<file path="src/rtl/assert_macros.svh">
// Assertion macros shared by the RTL files that carry concurrent checks.
// Each macro samples on clk and is disabled while arst_n is low.
`ifndef ASSERT_MACROS_SVH
`define ASSERT_MACROS_SVH

// The property must hold at every clock edge out of reset.
`define ASSERT_ALWAYS(label, expr, msg) \
	label: assert property (@(posedge clk) disable iff (!arst_n) (expr)) \
		else $error(msg);

// The consequent must hold in the cycle after the antecedent.
`define ASSERT_NEXT(label, ante, cons, msg) \
	label: assert property (@(posedge clk) disable iff (!arst_n) (ante) |=> (cons)) \
		else $error(msg);

`endif

</file>
<file path="src/rtl/rrs_pkg.sv">
// Package for the round-robin scheduler step unit: widths, codes and payload types.
// Depends on nothing; imported by the top level.
package rrs_pkg;

	localparam int MAX_PROCS_DEFAULT = 16;
	localparam int DATA_W            = 16;
	localparam int TIME_W            = 24;
	localparam int PID_W             = 5;

	localparam logic [DATA_W-1:0] QUANTUM_RESET = DATA_W'(4);

	localparam logic [1:0] ACT_CLEAR = 2'd0;
	localparam logic [1:0] ACT_LOAD  = 2'd1;
	localparam logic [1:0] ACT_STEP  = 2'd2;

	localparam logic [1:0] ST_ACCEPTED = 2'd0;
	localparam logic [1:0] ST_SEGMENT  = 2'd1;
	localparam logic [1:0] ST_ALL_DONE = 2'd2;
	localparam logic [1:0] ST_REFUSED  = 2'd3;

	typedef struct packed {
		logic [1:0]        action;
		logic [DATA_W-1:0] arrival_time;
		logic [DATA_W-1:0] burst_time;
	} cmd_t;

	typedef struct packed {
		logic [1:0]        status;
		logic [PID_W-1:0]  process_id;
		logic [TIME_W-1:0] start_time;
		logic [TIME_W-1:0] end_time;
		logic              finished;
		logic [TIME_W-1:0] turnaround;
		logic [TIME_W-1:0] waiting;
	} rsp_t;

	typedef struct packed {
		logic [DATA_W-1:0] arrival;
		logic [DATA_W-1:0] burst;
		logic [DATA_W-1:0] remaining;
	} entry_t;

endpackage

</file>
<file path="src/rtl/rrs_ram.sv">
// Generic single-port-write, single-port-read RAM with a registered read.
// Depends on nothing.
module rrs_ram #(
	parameter int WIDTH = 48,
	parameter int DEPTH = 16,
	localparam int AW = (DEPTH > 1) ? $clog2(DEPTH) : 1
) (
	input  logic             clk,
	input  logic             wr_en,
	input  logic [AW-1:0]    wr_addr,
	input  logic [WIDTH-1:0] wr_data,
	input  logic             rd_en,
	input  logic [AW-1:0]    rd_addr,
	output logic [WIDTH-1:0] rd_data
);

	logic [WIDTH-1:0] mem_q [DEPTH];

	always_ff @(posedge clk) begin
		if (wr_en) begin
			mem_q[wr_addr] <= wr_data;
		end
		if (rd_en) begin
			rd_data <= mem_q[rd_addr];
		end
	end

endmodule

</file>
<file path="src/rtl/round_robin_scheduler_step_unit.sv">
// Top level of the round-robin scheduler step unit: sequencer, shared adder and result register.
// Depends on rrs_pkg, rrs_ram and assert_macros.svh.
//
// Clear, load and refused commands stay in idle: the result strobes on done in the cycle
// after the transfer and busy stays low. A step visits the process table one entry at a time
// through the single read port of the table RAM: S_SCAN and S_CHECK per entry, S_SCAN again at
// each wrap past the last loaded entry. The segment found runs S_SLICE, S_ADVANCE, then S_TURN
// and S_WAIT if the process completes, then S_REPORT, on the shared 24-bit adder; done strobes
// in the cycle after S_REPORT. A step with every process finished answers from idle. Results
// are shown for one cycle only and cannot be held off, so the receiver must take every strobe.
`include "assert_macros.svh"

module round_robin_scheduler_step_unit #(
	parameter int MAX_PROCS = rrs_pkg::MAX_PROCS_DEFAULT
) (
	input  logic                      clk,
	input  logic                      arst_n,
	input  logic                      start,
	output logic                      busy,
	input  rrs_pkg::cmd_t             cmd,
	output logic                      done,
	output rrs_pkg::rsp_t             rsp,
	input  logic                      cfg_we,
	input  logic [rrs_pkg::DATA_W-1:0] cfg_wdata
);

	import rrs_pkg::*;

	localparam int CW = $clog2(MAX_PROCS + 1);
	localparam int AW = (MAX_PROCS > 1) ? $clog2(MAX_PROCS) : 1;
	localparam logic [CW-1:0] MAX_CNT = CW'(MAX_PROCS);

	typedef enum logic [7:0] {
		S_IDLE    = 8'b0000_0001,
		S_SCAN    = 8'b0000_0010,
		S_CHECK   = 8'b0000_0100,
		S_SLICE   = 8'b0000_1000,
		S_ADVANCE = 8'b0001_0000,
		S_TURN    = 8'b0010_0000,
		S_WAIT    = 8'b0100_0000,
		S_REPORT  = 8'b1000_0000
	} state_t;

	state_t              state_q;
	logic [CW-1:0]       count_q;
	logic [CW-1:0]       completed_q;
	logic [CW-1:0]       scan_q;
	logic [TIME_W-1:0]   time_q;
	logic                round_ran_q;
	logic                started_q;
	logic [DATA_W-1:0]   quantum_q;
	logic                done_q;

	logic [DATA_W-1:0]   slice_q;
	logic                fin_q;
	logic [TIME_W-1:0]   start_q;
	logic [TIME_W-1:0]   ta_q;
	logic [TIME_W-1:0]   wt_q;
	rsp_t                rsp_q;

	logic [TIME_W-1:0]   alu_a;
	logic [TIME_W-1:0]   alu_b;
	logic                alu_sub;
	logic [TIME_W:0]     alu_sum;
	logic                alu_carry;
	logic [TIME_W-1:0]   alu_res;

	logic                ram_we;
	logic [AW-1:0]       ram_waddr;
	entry_t              ram_wdata;
	logic                ram_re;
	entry_t              ram_rdata;

	logic                load_ok;
	logic                all_done;
	logic                eligible;
	logic                longer;
	logic [CW-1:0]       scan_next;
	logic                fire;
	rsp_t                rsp_d;

	rrs_ram #(
		.WIDTH($bits(entry_t)),
		.DEPTH(MAX_PROCS)
	) u_table (
		.clk    (clk),
		.wr_en  (ram_we),
		.wr_addr(ram_waddr),
		.wr_data(ram_wdata),
		.rd_en  (ram_re),
		.rd_addr(scan_q[AW-1:0]),
		.rd_data(ram_rdata)
	);

	assign alu_sum   = {1'b0, alu_a} + {1'b0, (alu_sub ? ~alu_b : alu_b)}
		+ (TIME_W+1)'(alu_sub);
	assign alu_carry = alu_sum[TIME_W];
	assign alu_res   = alu_sum[TIME_W-1:0];

	assign load_ok   = (count_q < MAX_CNT) && (cmd.burst_time != '0) && !started_q;
	assign all_done  = (completed_q >= count_q);
	assign eligible  = (ram_rdata.remaining != '0) && alu_carry;
	assign longer    = alu_carry && (alu_res != '0);
	assign scan_next = scan_q + CW'(1);

	always_comb begin
		alu_a     = time_q;
		alu_b     = '0;
		alu_sub   = 1'b0;
		ram_we    = 1'b0;
		ram_waddr = count_q[AW-1:0];
		ram_wdata = '{arrival: cmd.arrival_time, burst: cmd.burst_time,
			remaining: cmd.burst_time};
		ram_re    = 1'b0;
		fire      = 1'b0;
		rsp_d     = '0;
		unique case (state_q)
			S_IDLE: begin
				if (start) begin
					unique case (cmd.action)
						ACT_CLEAR: begin
							fire         = 1'b1;
							rsp_d.status = ST_ACCEPTED;
						end
						ACT_LOAD: begin
							fire = 1'b1;
							if (load_ok) begin
								ram_we           = 1'b1;
								rsp_d.status     = ST_ACCEPTED;
								rsp_d.process_id = PID_W'(count_q + CW'(1));
							end else begin
								rsp_d.status = ST_REFUSED;
							end
						end
						ACT_STEP: begin
							if (all_done) begin
								fire           = 1'b1;
								rsp_d.status   = ST_ALL_DONE;
								rsp_d.end_time = time_q;
							end
						end
						default: begin
							fire         = 1'b1;
							rsp_d.status = ST_REFUSED;
						end
					endcase
				end
			end
			S_SCAN: begin
				ram_re = (scan_q < count_q);
				alu_b  = TIME_W'(1);
			end
			S_CHECK: begin
				alu_b   = TIME_W'(ram_rdata.arrival);
				alu_sub = 1'b1;
			end
			S_SLICE: begin
				alu_a     = TIME_W'(ram_rdata.remaining);
				alu_b     = TIME_W'(quantum_q);
				alu_sub   = 1'b1;
				ram_we    = 1'b1;
				ram_waddr = scan_q[AW-1:0];
				ram_wdata = '{arrival: ram_rdata.arrival, burst: ram_rdata.burst,
					remaining: (longer ? alu_res[DATA_W-1:0] : '0)};
			end
			S_ADVANCE: begin
				alu_b = TIME_W'(slice_q);
			end
			S_TURN: begin
				alu_b   = TIME_W'(ram_rdata.arrival);
				alu_sub = 1'b1;
			end
			S_WAIT: begin
				alu_a   = ta_q;
				alu_b   = TIME_W'(ram_rdata.burst);
				alu_sub = 1'b1;
			end
			S_REPORT: begin
				fire             = 1'b1;
				rsp_d.status     = ST_SEGMENT;
				rsp_d.process_id = PID_W'(scan_next);
				rsp_d.start_time = start_q;
				rsp_d.end_time   = time_q;
				rsp_d.finished   = fin_q;
				rsp_d.turnaround = fin_q ? ta_q : '0;
				rsp_d.waiting    = fin_q ? wt_q : '0;
			end
			default: begin
				fire = 1'b0;
			end
		endcase
	end

	always_ff @(posedge clk or negedge arst_n) begin
		if (!arst_n) begin
			state_q     <= S_IDLE;
			count_q     <= '0;
			completed_q <= '0;
			scan_q      <= '0;
			time_q      <= '0;
			round_ran_q <= 1'b0;
			started_q   <= 1'b0;
			quantum_q   <= QUANTUM_RESET;
			done_q      <= 1'b0;
		end else begin
			done_q <= fire;
			if (cfg_we) begin
				quantum_q <= cfg_wdata;
			end
			unique case (state_q)
				S_IDLE: begin
					if (start) begin
						unique case (cmd.action)
							ACT_CLEAR: begin
								count_q     <= '0;
								completed_q <= '0;
								scan_q      <= '0;
								time_q      <= '0;
								round_ran_q <= 1'b0;
								started_q   <= 1'b0;
							end
							ACT_LOAD: begin
								if (load_ok) begin
									count_q <= count_q + CW'(1);
								end
							end
							ACT_STEP: begin
								started_q <= 1'b1;
								if (!all_done) begin
									state_q <= S_SCAN;
								end
							end
							default: begin
								state_q <= S_IDLE;
							end
						endcase
					end
				end
				S_SCAN: begin
					if (scan_q >= count_q) begin
						if (!round_ran_q) begin
							time_q <= alu_res;
						end
						round_ran_q <= 1'b0;
						scan_q      <= '0;
					end else begin
						state_q <= S_CHECK;
					end
				end
				S_CHECK: begin
					if (eligible) begin
						state_q <= S_SLICE;
					end else begin
						scan_q  <= scan_next;
						state_q <= S_SCAN;
					end
				end
				S_SLICE: begin
					state_q <= S_ADVANCE;
				end
				S_ADVANCE: begin
					time_q <= alu_res;
					if (fin_q) begin
						completed_q <= completed_q + CW'(1);
						state_q     <= S_TURN;
					end else begin
						state_q <= S_REPORT;
					end
				end
				S_TURN: begin
					state_q <= S_WAIT;
				end
				S_WAIT: begin
					state_q <= S_REPORT;
				end
				S_REPORT: begin
					if (scan_next >= count_q) begin
						scan_q      <= '0;
						round_ran_q <= 1'b0;
					end else begin
						scan_q      <= scan_next;
						round_ran_q <= 1'b1;
					end
					state_q <= S_IDLE;
				end
				default: begin
					state_q <= S_IDLE;
				end
			endcase
		end
	end

	always_ff @(posedge clk) begin
		if (state_q == S_SLICE) begin
			slice_q <= longer ? quantum_q : ram_rdata.remaining;
			fin_q   <= !longer;
			start_q <= time_q;
		end
		if (state_q == S_TURN) begin
			ta_q <= alu_res;
		end
		if (state_q == S_WAIT) begin
			wt_q <= alu_res;
		end
		if (fire) begin
			rsp_q <= rsp_d;
		end
	end

	assign busy = (state_q != S_IDLE);
	assign done = done_q;
	assign rsp  = rsp_q;

	`ASSERT_ALWAYS(a_done_when_idle, !(done && busy), "result strobed while a step is in progress")
	`ASSERT_ALWAYS(a_completed_bound, completed_q <= count_q, "more completions than processes")
	`ASSERT_ALWAYS(a_scan_bound, scan_q <= count_q, "scan position beyond the loaded table")
	`ASSERT_NEXT(a_step_progress, start && !busy && cmd.action == ACT_STEP, busy || done, "step transfer neither started a scan nor answered")

endmodule
</file>
<file path="config.mk">
export PLATFORM = sky130hd
export DESIGN_NAME = round_robin_scheduler_step_unit
export DESIGN_NICKNAME = d
export VERILOG_FILES = /design/src/rtl/rrs_pkg.sv /design/src/rtl/rrs_ram.sv /design/src/rtl/round_robin_scheduler_step_unit.sv
export VERILOG_INCLUDE_DIRS = /design/src /design/src/rtl
export SDC_FILE = /design/constraint.sdc
export NUM_CORES = 1
export LEC_CHECK = 0
export ABC_AREA = 1
export BUFFER_PORTS_ARGS = -buffer_cell sky130_fd_sc_hd__clkbuf_2
export CORE_ASPECT_RATIO = 0.9
export CORE_MARGIN = 5
export CORE_UTILIZATION = 35
export CTS_BUF_LIST = sky130_fd_sc_hd__clkbuf_2 sky130_fd_sc_hd__clkbuf_4 sky130_fd_sc_hd__clkbuf_8
export DETAILED_ROUTE_END_ITERATION = 6
export SKIP_LAST_GASP = 1
export SLEW_MARGIN = 30
export SYNTH_ARGS = -nofsm -noshare
export SYNTH_HDL_FRONTEND = slang
export SYNTH_SLANG_ARGS = --single-unit
</file>
<file path="constraint.sdc">
create_clock -name clk -period 8.9 [get_ports clk]
set_input_delay 1.335 -clock clk [delete_from_list [all_inputs] [get_ports clk]]
set_output_delay 1.335 -clock clk [all_outputs]
set_load 0.02 [all_outputs]
</file>
# --- After elaboration in Yosys (flattened, before gate mapping) ---
# Memory sizes are Yosys's and may differ from the RTL's. A register that Yosys moved wholly into a read port is not among the register bits.
# Cells that the tools add are included.
op_classes:
  n_reduce_logical: 27
  bitwise: 1
  magnitude_cmp: 5
  mux: 58
  add_sub_neg: 5
  eq_ne: 21
op_table:
  columns: ["op", "n"]
  rows:
  - ["two-way mux 24 bit", 8]
  - ["case mux 24 bit (2 select lines)", 2]
  - ["case mux 16 bit (5 select lines)", 1]
  - ["case mux 24 bit (3 select lines)", 1]
  - ["case mux 8 bit (7 select lines)", 1]
  - ["two-way mux 48 bit", 1]
  - ["two-way mux 5 bit", 9]
  - ["two-way mux 16 bit", 2]
  - ["two-way mux 8 bit", 4]
  - ["nonzero test 16 bit", 2]
  - ["adder 24 x 24 -> 25 bit", 1]
  - ["adder 25 x 1 -> 25 bit", 1]
  - ["inverter 24 bit", 1]
  - ["nonzero test 24 bit", 1]
  - ["case mux 5 bit (2 select lines)", 2]
  - ["case mux 5 bit (4 select lines)", 1]
  - ["inequality test 2 bit, second input constant", 8]
  - ["case mux 8 bit (2 select lines)", 1]
  - ["AND reduction 4 bit", 4]
  - ["adder 5 x 1 -> 5 bit, second input constant", 3]
  - ["greater-or-equal comparator 5 bit", 3]
  - ["two-way mux 1 bit", 14]
  - ["case mux 7 bit (2 select lines)", 1]
  - ["AND reduction 5 bit", 2]
  - ["other kinds (31)", 43]
totals:
  out_inout_bits: 106
  mem_count: 1
  ramBits: 768
  reg_bits: 259
  in_bits: 54
memory_table:
  columns: ["name", "depth", "width", "rd", "rd_ports_with_merged_regs", "wr", "line", "rtl"]
  rows:
  - ["u_table.mem_q", 16, 48, 1, 1, 1, "rrs_ram.sv:17", "logic [WIDTH-1:0] mem_q [DEPTH];"]

# --- Depth between registers and ports, before layout ---
# Gate-level depths: netlist of the first run.
logic_depth:
  word_depth: 11
  ltp_mapped: 31
  mapped_depth_nobuf: 29

# --- Modules after synthesis ---
# From an unflattened synthesis of the first run, not the netlist that was laid out.
hier_totals:
  hier_cells: 4611
  area_unflattened_um2: 47763.3
by_module_without_submodules:
  columns: ["mod", "cells_each", "n_inst", "area_per_inst_um2"]
  rows:
  - ["rrs_ram", 3165, 1, 34469.3]
  - ["round_robin_scheduler_step_unit", 1446, 1, 13294.0]

# --- Worst setup path after synthesis of the first run ---
# OpenSTA, ideal clock, no wires.
synth_path:
  path_type: "input to register"
  from: "input port start"
  to: "memory u_table.mem_q[12][0], enable pin"
  t_required_ns: 8.446
  setup_ns: 0.454
  stages: 8
  slack_ns: 4.123
  t_arrival_ns: 4.323
  cell_sequence: "inv_1 > nor2_2 > inv_1 > nor3_1 > inv_1 > nand2_1 > nand3_1 > nor2_1"
synth_via:
  elab_chain_cells: 4
synth_rtl:
  columns: ["element", "line", "rtl"]
  rows:
  - ["start: declaration", "round_robin_scheduler_step_unit.sv:18", "input logic start,"]
  - ["two-way mux 1 bit", "round_robin_scheduler_step_unit.sv:119", "if (start) begin"]
  - ["case mux 1 bit (2 select lines)", "round_robin_scheduler_step_unit.sv:117", "unique case (state_q)"]
  - ["two-way mux 1 bit", "rrs_ram.sv:20", "if (wr_en) begin"]
  - ["two-way mux 1 bit (not written as such)", "rrs_ram.sv:21", "mem_q[wr_addr] <= wr_data;"]
  - ["end: declaration", "rrs_ram.sv:17", null]
# Every way passes these cells.

==> results of run 1 <==
routing by layer:
| metal | global-route usage | vias to the layer above | part of all wire |
|---|---|---|---|
| met5 | 0 | - | 0 |
| met1 | 0.265 | 14500 | 0.42 |
| met2 | 0.287 | 1463 | 0.44 |
| met3 | 0.0555 | 219 | 0.11 |
| met4 | 0.0642 | 0 | 0.029 |
| li1 | - | 13300 | - |
worst max-delay path: cells and delay by family, from the launching register on:
family / cells / cell delay (ps)
xor gates and xnor gates: 1 / 290
adders and majority gates: 1 / 480
AOI/OAI and AO/OA: 2 / 430
buffers and inverters: 2 / 980
and+or+nand+nor: 17 / 3070
DFF: 1 / 540
worst min-delay path by stage:
stage          startpoint           to  slack [ps]  cells past startpoint
3_5_place_dp    time_q[0]   start_q[0]         430                      0
3_3_place_gp    time_q[0]   start_q[0]         430                      0
2_1_floorplan   time_q[0]   start_q[0]         420                      0
4_1_cts        time_q[21]  start_q[21]         440                      0
6_report        time_q[8]   start_q[8]         440                      0
5_1_grt        time_q[23]  start_q[23]         450                      0
cell usage in the layout (no fill, tap or decap), drive strengths merged, types with 12 or more instances in the layout:
master  Yosys  layout
xor2       12      12
o21ai     471     471
nor2      586     586
o221ai    151     151
dfrtp      64      64
inv       249     262
o211ai     58      58
buf        22      69
ha         41      41
a21oi      55      55
o22ai     100     100
edfxtp   1009    1009
clkinv      4      58
nand2     334     334
clkbuf    180     403
nand3     120     120
cells by family (layout without fill, tap and decap cells):
family / count (synthesis) / after routing
AOI/OAI and AO/OA: 859 / 859
xor gates and xnor gates: 14 / 14
adders and majority gates: 42 / 42
buffers and inverters: 455 / 795
DFF: 1075 / 1075
muxes: 3 / 3
other: 0 / 6
and+or+nand+nor: 1076 / 1076
final cells by class:
cell class / instances / area (sq um)
Fill cell: 11800 / 74500
Sequential cell: 1075 / 32000
Clock buffer: 245 / 2970
Tap cell: 1687 / 2110
Antenna cell: 6 / 15.0
Timing Repair Buffer: 227 / 1380
Multi-Input combinational cell: 1994 / 10500
Clock inverter: 70 / 499
Inverter: 253 / 960
through the flow:
stage / area (sq um) / hold slack, ps
final: 50400 / 443
after detailed placement: 46900 / 430
after global routing: 50400 / 451
after global placement: 46900 / 428
after CTS: 50400 / 445
after floorplan: 44100 / 425
power breakdown:
part | internal (mW) | switching [mW] | total (mW)
Combinational | 0.294 | 0.951 | 1.24
Sequential | 5.79 | 0.0917 | 5.88
Clock | 2.25 | 2.01 | 4.26
Total | 8.33 | 3.05 | 11.4
registers in the layout (all words and copies together) (netlist names):
register / cells
slice_q: 16
time_q: 24
count_q: 5
state_q: 8
done: 1
started_q: 1
fin_q: 1
u_table.mem_q: 768
wt_q: 24
start_q: 24
u_table.rd_data: 48
round_ran_q: 1
quantum_q: 16
ta_q: 24
rsp: 104
scan_q: 5
completed_q: 5
==> key figures, run 1 <==
CTS
  – Clock Sinks: 1075
  – H-tree Lvls: 4
  – CTS buffer count: about 170
  – Clock tree buffer depth: 3
  – CTS tree: built
  – Clock Latency Late Sink: approximately 900 ps
  – Post-CTS Setup Bufs: 0
  – Hold-fix buffers, CTS: 0
  – Worst-path clk slew: 60 ps
  – Post-CTS Resized: 0
  – Clock root cell: clkbuf_8

Worst setup path
  – CP Launch Type: register
  – Crit-path max cell delay: 920 ps
  – CP Max Fanout: 51
  – Most used cell, CP: nand2_1
  – Crit. End Element: register
  – R2R setup slack: 2650 ps
  – WP data required: 9360 ps
  – Worst R2R End: u_table.mem_q[10][9]
  – Worst setup endpoint: u_table.mem_q[10][9]
  – Slowest cell on the critical path: clkinv_1
  – Worst reg2reg startpoint: state_q[0]
  – Critical path origin: state_q[0]
  – Worst Reg-to-Reg Cells: 23
  – Crit path kind: register to register
  – CP Cell Sequence: inv_2 > nand2_4 > nor2_2 > nand2_4 > clkinv_1 > nand2_1 > o221ai_1 > fa_1 > nand3_1 > nand2_1 > nand2_1 > nand2_1 > nand3_1 > nand2_1 > nand2_1 > nand2_1 > a21boi_0 > xor2_1 > nand3_1 > nor2_2 > nand3_4 > nand3_1 > nand2_1
  – Crit path DAT: 6710 ps

Job
  – Max Cap Viol: 0

Route
  – # DRC: 0
  – Wire length per cell: ~23 um
  – DR pass1 iterations: 6
  – Final WL: 130000 um
  – Drt initial violations: approximately 3300
  – Post-route ant nets: 0
  – Via density: around 5.3
  – Vias: around 29000

GRT
  – Total routing usage reported by global routing: 0.191
  – Largest net degree at the start of global routing: 231
  – Total gr overflow: 0
  – Vias in the first global route: about 28000
  – Initial antenna violation count: 9
  – First-pass GRT wire length: 190000 um

Floorplan
  – Die area: about 0.13 sq mm
  – Boundary Pins: 160
  – CORE AREA: approximately 0.12 sq mm
  – Die Y-Extent: ~350 um
  – Die Wd: 384 um
  – Site Rows: roughly 120
  – Initial Util: 0.353

Timing
  – Final worst setup slack: 2650 ps
  – Slew @ Worst Pin: between 1000 and 1500 ps
  – Setup Viol. Count Final: 0
  – Fin. Hold Viols: 0
  – Worst Skew: a little over 60 ps
  – Max-slew violation count: 0
  – Worst slew margin: 0.306
  – RSZ-0062 raised after global routing: false
  – F_max: about 160 MHz
  – Tcrit/Tclk final: 0.702
  – Setup TNS: 0 ps
  – Min cycle time layout: between 6000 and 7000 ps

Synthesis
  – Post-Synth Adder-Cell Area: 0.0121
  – Ys flop type: edfxtp_1
  – Synth top cells by count: edfxtp_1, nor2_1, o21ai_0
  – Synth unique cells: 55
  – Simple-gate portion of the synthesized area: 0.102
  – Share of the synthesized area in the top cell type: 0.688
  – Area contributors post-synth: edfxtp_1, o21ai_0, nor2_1
  – Post-synthesis mux area share: 0.000767
  – Area fraction in compound gates after synthesis: 0.118
  – Synth area leader: edfxtp_1
  – Synth async-reset ratio: 0.0614
  – Average size of a mapped cell: about 13 sq um
  – XOR/XNOR Fraction of Synth Area: 0.00295
  – Number of flops mapped to enable cells by yosys: about 1000
  – Combinational family with the most area after synthesis: compound AO/OA/AOI/OAI gates
  – Sequential element share of the synthesized area: 0.725
  – Synth Instances: approximately 3500
  – Synthesized net count: between 3000 and 4000
  – Post-Synthesis Cell Area: ~0.044 sq mm
  – Warnings, synthesis: 0
  – Top-count cell post-synth: edfxtp_1
  – Register bit total from synthesis: roughly 1100

Power
  – PwrDens: between 200 and 250 mW/mm^2
  – Total power: 11.4 mW
  – Leak: approximately 18 nW
  – Peak VDD IR: 0.169 mV

Placement
  – Setup slack after placement: 2780 ps
  – I/O Buffers: 159
  – Placed cells: around 5200
  – Hpwl dp: between 70000 and 80000 um
  – GP Congestion: 0.907

Hold path
  – Hold Crit Class: register to register

Cells and area
  – Core Util, Final: 0.404
  – Final #Nets: around 3800
  – Share of layout cells above drive strength 1: 0.153
  – Final cell count without fillers: 5557
  – P&R area growth vs syn: 14.4%

Run status
  – Run status: complete, no violations
(Power assumes the default switching activity.)
==> run 2, diff against run 1 <==
Clock period 8.9 ns to 5.31 ns, I/O delays scaled along.
==> key figures, run 2 (synthesis results as in run 1) <==
Cells and area
  – Largest register FFs: around 770
  – Share of layout cells above drive strength 1: 0.163
  – Most frequent cells in the layout: edfxtp_1, nor2_1, o21ai_0, nand2_1, inv_1
  – Final #Nets: between 3000 and 4000
  – P&R area growth vs syn: 15.6%
  – Reg with most FFs: u_table.mem_q
  – Commonest non-fill, non-tap cell in the layout: edfxtp_1
  – Final cell count without fillers: 5592
  – Register Area: 0.0320 sq mm
  – # fillers: between 10000 and 15000
  – Multi-input logic area: 0.0106 sq mm

Worst setup path
  – Slowest cell on the critical path: dfstp_2
  – Number of buffers and inverters on the critical path: 2
  – Critical path origin: state_q[0]
  – Worst R2R End: u_table.mem_q[10][4]
  – Most used cell, CP: nand2_1
  – Worst Reg-to-Reg Cells: 23
  – WP data required: a little under 6000 ps
  – Crit. End Element: register
  – CP Max Fanout: 16
  – Crit-path max cell delay: about 530 ps
  – CP Launch Type: register
  – R2R setup slack: ~250 ps
  – Worst setup endpoint: u_table.mem_q[10][4]
  – CP Depth: 23
  – CP Cell Sequence: inv_2 > nand2_4 > nor2_2 > nand2_4 > clkinv_1 > nand2_1 > o221ai_1 > fa_1 > nand3_1 > nand2_1 > nand2_1 > nand2_1 > nand3_1 > nand2_1 > nand2_1 > nand2_1 > a21boi_0 > xor2_1 > nand3_1 > nor2_4 > nand3_4 > nand3_1 > nand2_1
  – Worst reg2reg startpoint: state_q[0]
  – Crit path kind: register to register
  – CP delay by family, top: simple AND/OR/NAND/NOR gates
  – Crit path DAT: between 5000 and 6000 ps

Power
  – Pint: around 14 mW
  – Switch Pwr: roughly 5 mW
  – Clock Power Share: 0.369
  – Sw frac: 0.269
  – Leak: ~18 nW
  – Sequential power share: 0.516
  – PwrDens: 375 mW/mm^2
  – Peak VDD IR: about 0.25 mV
  – Logic pwr share: 0.115

GRT
  – Total gr overflow: 0
  – First-pass GRT wire length: approximately 190000 um
  – Vias in the first global route: around 29000
  – Total routing usage reported by global routing: 0.192
  – Initial antenna violation count: 6
  – Largest net degree at the start of global routing: between 200 and 250

CTS
  – Clock Sinks: around 1100
  – Clock Latency Late Sink: between 800 and 900 ps
  – H-tree Lvls: 4
  – Post-CTS Setup Bufs: 0
  – Clock tree buffer depth: 3
  – CTS buffer count: between 150 and 200
  – Clock root cell: clkbuf_8
  – CTS tree: built
  – Worst-path clk slew: roughly 60 ps

Route
  – DR pass1 iterations: 7
  – Vias: around 30000
  – Via density: roughly 5.3
  – Wire length per cell: between 20 and 25 um
  – Final WL: 132000 um
  – Post-route ant nets: 0
  – # DRC: 9
  – Drt initial violations: between 3000 and 4000

Job
  – Max Cap Viol: 0

Timing
  – Worst slew margin: 0.288
  – Final worst setup slack: ~250 ps
  – F_max: between 150 and 200 MHz
  – Slew @ Worst Pin: between 1000 and 1500 ps
  – Fin. Hold Viols: 0
  – Min cycle time layout: 5060 ps
  – Setup Viol. Count Final: 0
  – Tcrit/Tclk final: 0.954
  – Max-slew violation count: 0
  – RSZ-0062 raised after global routing: true
  – Worst Skew: 66.5 ps

Run status
  – Failing checks: design-rule violations
  – Run status: complete, but fails checks

Placement
  – GP Congestion: ~0.96
  – Hpwl dp: roughly 78000 um
  – Setup slack after placement: approximately 340 ps
  – I/O Buffers: around 160
  – Placed cells: 5272

Floorplan
  – Die Wd: 384 um
  – Boundary Pins: 160
  – CORE AREA: about 0.12 sq mm
  – Site Rows: 123
  – Die area: 0.133 sq mm
  – Die Y-Extent: between 300 and 400 um
  – Initial Util: 0.353

Hold path
  – Hold Crit Class: input pin to register
  – Hold Crit Start: cfg_wdata[0]
run 2: cell types whose count changed in the layout (fill, tap and decap cells not counted), sizes merged:
cell / before / now
nand3: 120 / 121
buf: 69 / 107
clkinv: 58 / 59
clkbuf: 403 / 402
dlygate4sd3: 0 / 1
inv: 262 / 255
diode: 6 / 3
clkinvlp: 1 / 6
run 2: power groups by stage:
stage	logic [mW]	clock network, mW	registers (mW)
after floorplan	1.03	0	10.3
after global placement	2.12	0	10.0
after detailed placement	2.13	0	10.0
after CTS	2.13	7.19	9.87
after global routing	2.37	7.59	9.89
final	2.20	7.05	9.86
run 2: layout make-up:
cell class / instances / share of cell area
Tap cell: 1687 / 0.0414
Timing Repair Buffer: 266 / 0.0373
Sequential cell: 1075 / 0.627
Antenna cell: 3 / 0.000147
Inverter: 253 / 0.0189
Clock buffer: 244 / 0.0583
Multi-Input combinational cell: 1995 / 0.208
Clock inverter: 69 / 0.00887
run 2: through the flow:
step	utilization	TNS, ps	area, sq um	power, mW	hold WS [ps]
6_report	0.408	0	50900	19.1	204
5_1_grt	0.408	-6.53	50900	19.8	170
4_1_cts	0.407	0	50800	19.2	15.7
3_5_place_dp	0.379	0	47400	12.2	431
3_3_place_gp	0.379	0	47400	12.2	429
2_1_floorplan	-	0	44100	11.3	425
run 2: per-layer routing:
metal / GRT usage / routed length, um
met5: 0 / 0
met4: 0.0555 / 3150
met3: 0.0391 / 11900
met2: 0.294 / 59200
met1: 0.277 / 57400
run 2: how the worst min path moves through the flow:
stage / cells after the start / endpoint
detailed placement: 0 / start_q[1]
finish: 2 / quantum_q[0]
global placement: 0 / start_q[19]
floorplan: 0 / start_q[0]
CTS: 1 / scan_q[0]
global route: 2 / quantum_q[0]
run 2: worst reg2reg max path: cells and delay by family (launching register included):
family	cells	cell delay, ps
compound gates	2	390
xor+xnor	1	290
fa+ha+maj	1	460
buf+inv	2	500
flops	1	530
simple gates	17	2530
run 2: repair_timing:
item                       4_1_cts  5_1_grt
hold endpoints to repair         0       31
resized for setup                0       17
hold buffers                     0        1
setup endpoints to repair        0      265
